### src/rtl/number_to_english_words_core_macros.svh
`ifndef NUMBER_TO_ENGLISH_WORDS_CORE_MACROS_SVH
`define NUMBER_TO_ENGLISH_WORDS_CORE_MACROS_SVH

// same-cycle implication, sampled on clk, off while in reset
`define NTEW_ASSERT_NOW(label, ante, cons) \
    label: assert property (@(posedge clk) disable iff (!rst_n) (ante) |-> (cons)) \
        else $error("ntew: same-cycle check failed");

// next-cycle implication
`define NTEW_ASSERT_NEXT(label, ante, cons) \
    label: assert property (@(posedge clk) disable iff (!rst_n) (ante) |=> (cons)) \
        else $error("ntew: next-cycle check failed");

`endif

### src/rtl/ntew_pkg.sv
package ntew_pkg;

    localparam int VALUE_W = 31;
    localparam int CODE_W  = 5;
    localparam int DIGITS  = 10;
    localparam int BCD_W   = 4 * DIGITS;
    localparam int BIT_W   = $clog2(VALUE_W);
    localparam int PC_W    = 4;

    localparam logic [CODE_W-1:0] CODE_ZERO    = 5'd0;
    localparam logic [CODE_W-1:0] CODE_TEEN    = 5'd10;
    localparam logic [CODE_W-1:0] CODE_TENS    = 5'd18;  // Twenty sits at 18 + 2
    localparam logic [CODE_W-1:0] CODE_HUNDRED = 5'd28;

    typedef logic [2:0]      src_t;
    typedef logic [1:0]      op_t;
    typedef logic [2:0]      jc_t;
    typedef logic [PC_W-1:0] pc_t;

    // word source for a step
    localparam src_t SRC_NONE    = 3'd0;
    localparam src_t SRC_HUND    = 3'd1;
    localparam src_t SRC_HUNDRED = 3'd2;
    localparam src_t SRC_REST    = 3'd3;
    localparam src_t SRC_ONES    = 3'd4;
    localparam src_t SRC_SCALE   = 3'd5;
    localparam src_t SRC_ZERO    = 3'd6;

    // datapath operation
    localparam op_t OP_NOP   = 2'd0;
    localparam op_t OP_LOAD  = 2'd1;
    localparam op_t OP_SHIFT = 2'd2;
    localparam op_t OP_GDEC  = 2'd3;

    // jump conditions
    localparam jc_t JC_NEVER    = 3'd0;
    localparam jc_t JC_ALWAYS   = 3'd1;
    localparam jc_t JC_NOT_FIRE = 3'd2;
    localparam jc_t JC_BIT_MORE = 3'd3;
    localparam jc_t JC_VAL_ZERO = 3'd4;
    localparam jc_t JC_GRP_ZERO = 3'd5;
    localparam jc_t JC_GRP_LAST = 3'd6;

    typedef struct packed {
        src_t src;
        op_t  op;
        logic flush;
        jc_t  jc;
        pc_t  target;
    } ctl_t;

    typedef struct packed {
        logic fire;
        logic bit_more;
        logic val_zero;
        logic grp_zero;
        logic grp_last;
        logic stall;
    } stat_t;

endpackage

### src/rtl/ntew_in_if.sv
interface ntew_in_if;
    logic                         valid;
    logic                         ready;
    logic [ntew_pkg::VALUE_W-1:0] value;

    modport source (output valid, output value, input ready);
    modport sink   (input valid, input value, output ready);
endinterface

### src/rtl/ntew_out_if.sv
interface ntew_out_if;
    logic                        valid;
    logic                        ready;
    logic [ntew_pkg::CODE_W-1:0] word_code;
    logic                        last_word;

    modport source (output valid, output word_code, output last_word, input ready);
    modport sink   (input valid, input word_code, input last_word, output ready);
endinterface

### src/rtl/ntew_seq.sv
module ntew_seq (
    input  logic            clk,
    input  logic            rst_n,
    input  ntew_pkg::stat_t stat,
    output ntew_pkg::ctl_t  ctl
);
    import ntew_pkg::*;

    localparam pc_t STEP_WAIT  = 4'd0;
    localparam pc_t STEP_SHIFT = 4'd1;
    localparam pc_t STEP_CHKZ  = 4'd2;
    localparam pc_t STEP_GROUP = 4'd3;
    localparam pc_t STEP_HUND  = 4'd4;
    localparam pc_t STEP_HWORD = 4'd5;
    localparam pc_t STEP_REST  = 4'd6;
    localparam pc_t STEP_ONES  = 4'd7;
    localparam pc_t STEP_SCALE = 4'd8;
    localparam pc_t STEP_LOOP  = 4'd9;
    localparam pc_t STEP_ZERO  = 4'd10;
    localparam pc_t STEP_FLUSH = 4'd11;

    pc_t  pc_reg;
    pc_t  pc_next;
    logic take;

    // control store
    function automatic ctl_t rom_word(input pc_t a);
        ctl_t w;
        w = '{src: SRC_NONE, op: OP_NOP, flush: 1'b0, jc: JC_NEVER, target: STEP_WAIT};
        case (a)
            STEP_WAIT:
            begin
                w.op     = OP_LOAD;
                w.jc     = JC_NOT_FIRE;
                w.target = STEP_WAIT;
            end
            STEP_SHIFT:
            begin
                w.op     = OP_SHIFT;
                w.jc     = JC_BIT_MORE;
                w.target = STEP_SHIFT;
            end
            STEP_CHKZ:
            begin
                w.jc     = JC_VAL_ZERO;
                w.target = STEP_ZERO;
            end
            STEP_GROUP:
            begin
                w.jc     = JC_GRP_ZERO;
                w.target = STEP_SCALE;
            end
            STEP_HUND:  w.src = SRC_HUND;
            STEP_HWORD: w.src = SRC_HUNDRED;
            STEP_REST:  w.src = SRC_REST;
            STEP_ONES:  w.src = SRC_ONES;
            STEP_SCALE:
            begin
                // scale word only if the group was non-zero
                w.src    = SRC_NONE;
                w.op     = OP_GDEC;
                w.jc     = JC_GRP_LAST;
                w.target = STEP_FLUSH;
            end
            STEP_LOOP:
            begin
                w.jc     = JC_ALWAYS;
                w.target = STEP_GROUP;
            end
            STEP_ZERO:  w.src = SRC_ZERO;
            STEP_FLUSH:
            begin
                w.flush  = 1'b1;
                w.jc     = JC_ALWAYS;
                w.target = STEP_WAIT;
            end
            default:
            begin
                w.jc     = JC_ALWAYS;
                w.target = STEP_WAIT;
            end
        endcase
        return w;
    endfunction

    always_comb
    begin
        ctl = rom_word(pc_reg);
        // a zero group jumps straight here and must not name its scale
        if (pc_reg == STEP_SCALE)
        begin
            ctl.src = stat.grp_zero ? SRC_NONE : SRC_SCALE;
        end
    end

    always_comb
    begin
        case (ctl.jc)
            JC_NEVER:    take = 1'b0;
            JC_ALWAYS:   take = 1'b1;
            JC_NOT_FIRE: take = !stat.fire;
            JC_BIT_MORE: take = stat.bit_more;
            JC_VAL_ZERO: take = stat.val_zero;
            JC_GRP_ZERO: take = stat.grp_zero;
            JC_GRP_LAST: take = stat.grp_last;
            default:     take = 1'b0;
        endcase
    end

    always_comb
    begin
        if (stat.stall)
        begin
            pc_next = pc_reg;
        end
        else if (take)
        begin
            pc_next = ctl.target;
        end
        else
        begin
            pc_next = pc_reg + pc_t'(1);
        end
    end

    always_ff @(posedge clk or negedge rst_n)
    begin
        if (!rst_n)
        begin
            pc_reg <= STEP_WAIT;
        end
        else
        begin
            pc_reg <= pc_next;
        end
    end

endmodule

### src/rtl/ntew_dp.sv
module ntew_dp (
    input  logic                         clk,
    input  logic                         rst_n,
    input  ntew_pkg::ctl_t               ctl,
    output ntew_pkg::stat_t              stat,
    input  logic                         in_valid,
    input  logic [ntew_pkg::VALUE_W-1:0] in_value,
    output logic                         out_valid,
    input  logic                         out_ready,
    output logic [ntew_pkg::CODE_W-1:0]  out_code,
    output logic                         out_last
);
    import ntew_pkg::*;

    logic [VALUE_W-1:0] val_reg, val_next;
    logic [BCD_W-1:0]   bcd_reg, bcd_next;
    logic [BCD_W-1:0]   bcd_adj;
    logic [BIT_W-1:0]   bit_reg, bit_next;
    logic [1:0]         gi_reg, gi_next;
    logic               pend_valid_reg, pend_valid_next;
    logic [CODE_W-1:0]  pend_code_reg, pend_code_next;
    logic               out_valid_reg, out_valid_next;
    logic [CODE_W-1:0]  out_code_reg, out_code_next;
    logic               out_last_reg, out_last_next;

    logic [11:0]        grp;
    logic [3:0]         hund, tens, ones;
    logic               emit_en;
    logic [CODE_W-1:0]  emit_code;
    logic               fire, out_free, push, stall;

    assign fire = in_valid && (ctl.op == OP_LOAD);

    // shift-and-add-3, one input bit per step
    always_comb
    begin
        for (int i = 0; i < DIGITS; i++)
        begin
            bcd_adj[4*i +: 4] = (bcd_reg[4*i +: 4] >= 4'd5) ? bcd_reg[4*i +: 4] + 4'd3
                                                           : bcd_reg[4*i +: 4];
        end
    end

    always_comb
    begin
        case (gi_reg)
            2'd0:    grp = bcd_reg[11:0];
            2'd1:    grp = bcd_reg[23:12];
            2'd2:    grp = bcd_reg[35:24];
            default: grp = {8'd0, bcd_reg[39:36]};
        endcase
    end

    assign hund = grp[11:8];
    assign tens = grp[7:4];
    assign ones = grp[3:0];

    always_comb
    begin
        emit_en   = 1'b0;
        emit_code = CODE_ZERO;
        case (ctl.src)
            SRC_HUND:
            begin
                emit_en   = (hund != 4'd0);
                emit_code = {1'b0, hund};
            end
            SRC_HUNDRED:
            begin
                emit_en   = (hund != 4'd0);
                emit_code = CODE_HUNDRED;
            end
            SRC_REST:
            begin
                emit_en = (tens != 4'd0) || (ones != 4'd0);
                if (tens >= 4'd2)
                begin
                    emit_code = CODE_TENS + {1'b0, tens};
                end
                else if (tens == 4'd1)
                begin
                    emit_code = CODE_TEEN + {1'b0, ones};
                end
                else
                begin
                    emit_code = {1'b0, ones};
                end
            end
            SRC_ONES:
            begin
                emit_en   = (tens >= 4'd2) && (ones != 4'd0);
                emit_code = {1'b0, ones};
            end
            SRC_SCALE:
            begin
                emit_en   = (gi_reg != 2'd0);
                emit_code = CODE_HUNDRED + {3'd0, gi_reg};
            end
            SRC_ZERO:
            begin
                emit_en   = 1'b1;
                emit_code = CODE_ZERO;
            end
            default:
            begin
                emit_en   = 1'b0;
                emit_code = CODE_ZERO;
            end
        endcase
    end

    // one word is held back so the final one can be flagged on flush
    assign out_free = !out_valid_reg || out_ready;
    assign push     = (emit_en && pend_valid_reg) || ctl.flush;
    assign stall    = push && !out_free;

    always_comb
    begin
        val_next        = val_reg;
        bcd_next        = bcd_reg;
        bit_next        = bit_reg;
        gi_next         = gi_reg;
        pend_valid_next = pend_valid_reg;
        pend_code_next  = pend_code_reg;
        out_valid_next  = out_valid_reg && !out_ready;
        out_code_next   = out_code_reg;
        out_last_next   = out_last_reg;

        if (!stall)
        begin
            case (ctl.op)
                OP_LOAD:
                begin
                    if (fire)
                    begin
                        val_next = in_value;
                        bcd_next = '0;
                        bit_next = BIT_W'(VALUE_W - 1);
                        gi_next  = 2'd3;
                    end
                end
                OP_SHIFT:
                begin
                    bcd_next = {bcd_adj[BCD_W-2:0], val_reg[VALUE_W-1]};
                    val_next = {val_reg[VALUE_W-2:0], 1'b0};
                    bit_next = bit_reg - BIT_W'(1);
                end
                OP_GDEC: gi_next = gi_reg - 2'd1;
                default: ;
            endcase

            if (push)
            begin
                out_valid_next = 1'b1;
                out_code_next  = pend_code_reg;
                out_last_next  = ctl.flush;
            end
            if (ctl.flush)
            begin
                pend_valid_next = 1'b0;
            end
            else if (emit_en)
            begin
                pend_valid_next = 1'b1;
                pend_code_next  = emit_code;
            end
        end
    end

    always_ff @(posedge clk or negedge rst_n)
    begin
        if (!rst_n)
        begin
            pend_valid_reg <= 1'b0;
            out_valid_reg  <= 1'b0;
        end
        else
        begin
            pend_valid_reg <= pend_valid_next;
            out_valid_reg  <= out_valid_next;
        end
    end

    always_ff @(posedge clk)
    begin
        val_reg       <= val_next;
        bcd_reg       <= bcd_next;
        bit_reg       <= bit_next;
        gi_reg        <= gi_next;
        pend_code_reg <= pend_code_next;
        out_code_reg  <= out_code_next;
        out_last_reg  <= out_last_next;
    end

    assign stat.fire     = fire;
    assign stat.bit_more = (bit_reg != '0);
    assign stat.val_zero = (bcd_reg == '0);
    assign stat.grp_zero = (grp == 12'd0);
    assign stat.grp_last = (gi_reg == 2'd0);
    assign stat.stall    = stall;

    assign out_valid = out_valid_reg;
    assign out_code  = out_code_reg;
    assign out_last  = out_last_reg;

endmodule

### src/rtl/number_to_english_words_core.sv
// One value at a time. The 31-step binary-to-BCD loop of the microcode runs first;
// each three-digit group then costs up to 7 control steps, at most one word per
// step. Output stalls hold the step.
// Reset: step counter returns to the wait step, held-back and output words drop.
`include "number_to_english_words_core_macros.svh"

module number_to_english_words_core (
    input  logic            clk,
    input  logic            rst_n,
    ntew_in_if.sink         num,
    ntew_out_if.source      words
);
    import ntew_pkg::*;

    ctl_t  ctl;
    stat_t stat;

    ntew_seq u_seq (
        .clk   (clk),
        .rst_n (rst_n),
        .stat  (stat),
        .ctl   (ctl)
    );

    ntew_dp u_dp (
        .clk       (clk),
        .rst_n     (rst_n),
        .ctl       (ctl),
        .stat      (stat),
        .in_valid  (num.valid),
        .in_value  (num.value),
        .out_valid (words.valid),
        .out_ready (words.ready),
        .out_code  (words.word_code),
        .out_last  (words.last_word)
    );

    assign num.ready = (ctl.op == OP_LOAD);

    // a held step must not move the program
    `NTEW_ASSERT_NEXT(a_stall_holds_step, stat.stall, $stable(ctl))
    // no second value is taken right behind the first
    `NTEW_ASSERT_NEXT(a_one_in_flight, num.valid && num.ready, !num.ready)
    // a waiting word stays put until taken
    `NTEW_ASSERT_NEXT(a_out_hold, words.valid && !words.ready, words.valid && $stable(words.word_code) && $stable(words.last_word))

endmodule

### src/flat_wrapper.sv
// flat-port wrapper written by rule: the top's interface ports become plain ports
module number_to_english_words_core_flat import ntew_pkg::*;
  (clk, rst_n, num_valid, num_value, num_ready, words_valid, words_word_code, words_last_word, words_ready);
  ntew_in_if num_i ();
  ntew_out_if words_i ();
  input  logic clk;
  input  logic rst_n;
  input wire logic [$bits(num_i.valid)-1:0] num_valid;
  input wire logic [$bits(num_i.value)-1:0] num_value;
  output wire logic [$bits(num_i.ready)-1:0] num_ready;
  output wire logic [$bits(words_i.valid)-1:0] words_valid;
  output wire logic [$bits(words_i.word_code)-1:0] words_word_code;
  output wire logic [$bits(words_i.last_word)-1:0] words_last_word;
  input wire logic [$bits(words_i.ready)-1:0] words_ready;
  assign num_i.valid = num_valid;
  assign num_i.value = num_value;
  assign num_ready = num_i.ready;
  assign words_valid = words_i.valid;
  assign words_word_code = words_i.word_code;
  assign words_last_word = words_i.last_word;
  assign words_i.ready = words_ready;
  number_to_english_words_core u_core (.clk(clk), .rst_n(rst_n), .num(num_i), .words(words_i));
endmodule
### config.mk
export PLATFORM = sky130hd
export DESIGN_NAME = number_to_english_words_core_flat
export DESIGN_NICKNAME = d
export VERILOG_FILES = /design/src/rtl/ntew_pkg.sv /design/src/rtl/ntew_in_if.sv /design/src/rtl/ntew_out_if.sv /design/src/rtl/ntew_seq.sv /design/src/rtl/ntew_dp.sv /design/src/rtl/number_to_english_words_core.sv /design/src/flat_wrapper.sv
export VERILOG_INCLUDE_DIRS = /design/src /design/src/rtl
export SDC_FILE = /design/constraint.sdc
export NUM_CORES = 1
export LEC_CHECK = 0
export BUFFER_PORTS_ARGS = -buffer_cell sky130_fd_sc_hd__buf_2
export CAP_MARGIN = 10
export CORE_MARGIN = 10
export CORE_UTILIZATION = 50
export DETAILED_ROUTE_END_ITERATION = 7
export PLACE_DENSITY = 0.66
export SYNTH_ARGS = -nofsm -noshare
export SYNTH_HDL_FRONTEND = slang
export SYNTH_HIERARCHICAL = 1
export SYNTH_SLANG_ARGS = --single-unit
### constraint.sdc
create_clock -name clk -period 16.8 [get_ports clk]
set_input_delay 0.84 -clock clk [delete_from_list [all_inputs] [get_ports clk]]
set_output_delay 0.84 -clock clk [all_outputs]
set_load 0.01 [all_outputs]
Word-level counts from Yosys, hierarchy flattened --
Cells that the tools add are included.
Word-level totals: register bits after elaboration 95, input bits 35, output and inout bits 8, word-level logic and storage cells 135
Operators by class: add/sub/neg operators 16, magnitude comparators 11, eq/ne operators 30, mux-type cells 35, bitwise gates (word level) 2, reductions and logical operators 31
Operators with widths (count):
- $pmux 40 s2 | 1
- $pmux 31 s2 | 1
- $pmux 7 s7 | 1
- $ge 4x3->1 const B | 10
- $logic_not 40->1 | 1
- $mux 4 | 10
- $mux 40 | 1
- $add 4x2->4 const B | 9
- $pmux 12 s3 | 1
- $mux 31 | 1
- $pmux 5 s5 | 1
- $eq 3x3->1 const B | 6
- $eq 4x3->1 const B | 4
- $eq 4x4->1 const B | 4
- $mux 5 | 3
- $pmux 3 s5 | 1
- $eq 3x2->1 const B | 4
- $logic_not 12->1 | 1
- $reduce_bool 4->1 | 3
- $pmux 5 s2 | 1
- $mux 3 | 3
- $reduce_and 3->1 | 3
- $eq 4x1->1 const B | 2
- $eq 4x2->1 const B | 2
- 29 further kinds | 51

Depth between registers and ports, before layout --
depth after elaboration 13, mapped depth 21, gate-level depth less buffers 17

Hierarchy --
The synthesis kept the hierarchy.
By module, submodules not included:
- ntew_dp | times used 1, cells each 523, area an instance 5221.3 um^2, sequential area each 2722.6 um^2
- ntew_seq | times used 1, cells each 74, area an instance 598.1 um^2, sequential area each 100.1 um^2
- number_to_english_words_core | times used 1, cells each 1, area an instance 13.8 um^2, sequential area each 0.0 um^2

Least setup slack after synthesis --
Ideal clock, no wire load.
path type register to register, start register u_core.u_dp.gi_reg[0], end register u_core.u_dp.bcd_reg[0], enable pin, library setup time 443 ps, arrival 5156 ps, required time 16357 ps, setup slack 11201 ps, cell stages (with the launch flop) 18, path buffers 2, period minus slack after synthesis 5599 ps, cells stage by stage edfxtp_1 inv_1 ha_1 buf_6 a222oi_1 mux2i_1 or4_4 nor2_1 o21a_1 or2b_1 o22ai_1 clkbuf_1 nor3b_1 o21ai_0 o41ai_1 a31oi_2 o211ai_2 o21ba_1
RTL lines:
- from (decl) | line ntew_dp.sv:19 | logic [1:0] gi_reg, gi_next;
- from (signal assigned) | line ntew_dp.sv:189 | gi_reg <= gi_next;
- to (signal assigned) | line ntew_dp.sv:187 | bcd_reg <= bcd_next;
- to (decl) | line ntew_dp.sv:16 | logic [BCD_W-1:0] bcd_reg, bcd_next;

==> metrics.cfg <==
[run_status]
status = finished, final reports clean

[placement]
place_congestion = 0.8762
placed_area_um2 = 6117
port_buffers = 42
dp_hpwl_um = 8872
placed_cells = 758

[layout]
area.growth.synth_to_final_pct = 10.79
multi_input_area_um2 = 2740
drive_gt1_share_pct = 13.15
largest_reg_flops = 40
fillers = 1039
fin_nets = 702
seq_area_um2 = 2823
final_area_um2 = 6436
instances_no_fill = 774
diodes = 0

[sta]
setup_violations = 0
setup_tns_ps = 0
final-hold-violation-count = 0
min_period_over_period_pct = 33.22
relSlewSlack_pct = 39.58
clock_skew_ps = 11.22
finalMaxSlewViolations = 0
grt_setup_unrepaired = false
worst_pin_slew_ps = 906.3
min_period_ps = 5580
fmax_mhz = 179.2

[clocking]
ctsResizeCount = 0
clkLatencyLatePin_ps = 360
post-cts-setup-buffers = 0
cts_tree = done
cts_hold_buf = 0
cts_buffers = 9
clkSinkCount = 95
htree_levels = 3
clockBufferDepth = 2
cts_root_buf = clkbuf_16
clkTransAtPathRegs_ps = 70

[worst_setup_path]
crit_slowest_cell = buf_4
path_buf_inv = 2
cp.required_ps = 16780
path_cells = inv_1 -> ha_1 -> a222oi_1 -> mux2i_1 -> or4_4 -> nor2_1 -> o21a_1 -> or2b_1 -> o22ai_1 -> nor2b_1 -> o21ai_0 -> o41ai_1 -> a31oi_2 -> o211ai_2 -> o21ba_4 -> buf_4
cp-end-kind = flip-flop
worst_setup_path_start_kind = flip-flop
arrival_ps = 5560
crit_family = compound AO/OA/AOI/OAI gates
crit_fanout = 69
slowest_delay_ps = 710
crit_type = reg -> reg

[synth]
syn_area_um2 = 5809
syn_inst = 594
ys.warnings.count = 6
syn-mean-instance-area_um2 = 9.780
synth_fp_nets = 670

[floorplanning]
ios = 43
fp-row-count = 39
die_area_um2 = 16330
initial_core_util_pct = 50.88
die_height_um = 127.8
design.core.area_um2 = 11420
die_x_um = 127.8

[pwr]
power_frac_seq_pct = 38.0
comb_power_share_pct = 47.0
clkPwrFrac_pct = 15.0
switchingPower_uw = 627.2
intPower_uw = 847.2
leakage_uw = 0.002587
p_per_area_nw_per_um2 = 229.1
p_sw_share_pct = 42.54
vdd_ir_drop_max_v = 0.0001227
power_uw = 1474

[hold_path]
hp-class = in -> async

[detailed_routing]
dr.pass1.iters = 8
drt-total-wl_um = 12260
via_count = 4312
wl_per_cell_um = 15.84
drtAntennaViolNets = 0
drtIter0Drc = 394
via_per_inst = 5.571
post-route-drc-count = 0

[grt]
grt_pass1_wl_um = 20280
grt_pass1_vias = 4135
antenna_found_initial = 0
grt_overflow_total = 0
grt_start_max_net_pins = 70
grtUsageTotal_pct = 15.39

[flow_run]
max-cap-violations = 0

-- metal layers --
metal / up-vias / share of wire, % / global-route usage (%)
met5: - / 0 / 0
met4: 0 / 2.3 / 7.351
met3: 19 / 5.2 / 2.978
met2: 114 / 48 / 24.32
met1: 2043 / 45 / 19.85
li1: 2136 / - / -
-- power groups by stage --
stage / clock [uW] / sequential [uW] / combinational (uW)
6_report: 221 / 561 / 693
5_1_grt: 237 / 577 / 789
4_1_cts: 226 / 560 / 699
3_5_place_dp: 0 / 564 / 697
3_3_place_gp: 0 / 561 / 674
2_1_floorplan: 0 / 531 / 555
-- through the flow --
stage	hold slack, ps	utilization [%]	worst slack (ps)
floorplan	400.3	-	11200
global placement	401.9	53.57	11460
detailed placement	404.5	53.57	11260
CTS	291.3	56.37	11250
global route	290.2	56.37	10760
finish	291.0	56.37	11220
-- layout by cell type, fill, tap and decap left out, types with 14 or more instances in the layout --
cell      count
a21oi_1      40
nor2_1       67
ha_1         41
nand2_1     123
xnor2_1      14
inv_1        35
nor3_1       16
o21ai_0      20
buf_2        42
nand2b_1     14
edfxtp_1     89
-- final timing paths --
kind                                              startpoint                 endpoint  slack [ps]  depth (start not counted)
worst min register to register  u_core/u_dp/pend_code_reg[4]  u_core/u_dp/out_code[4]         420                          0
worst min-delay path                                   rst_n   u_core/u_seq/pc_reg[1]         290                          1
min in group clk                u_core/u_dp/pend_code_reg[4]  u_core/u_dp/out_code[4]         420                          0
max in group asynchronous                              rst_n    u_core/u_dp/out_valid       16360                          1
worst max register to register         u_core/u_dp/gi_reg[0]  u_core/u_dp/bcd_reg[33]       11220                         16
worst max-delay path                   u_core/u_dp/gi_reg[0]  u_core/u_dp/bcd_reg[33]       11220                         16
-- final cells by class --
type,instances,area share [%]
Sequential cell,95,43.86
Multi-Input combinational cell,438,42.57
Timing Repair Buffer,46,3.732
Clock buffer,11,3.616
Tap cell,143,2.780
Inverter,36,2.100
Clock inverter,5,1.341
-- worst register-to-register path, delay by kind of cell (launching register included) --
family,cells,cell delay [ps]
compound gates,8,2250
buf+inv,2,830
simple gates,4,670
fa+ha+maj,1,540
flops,1,450
mux,1,420
No activity file was read; power rests on OpenSTA's default activity.
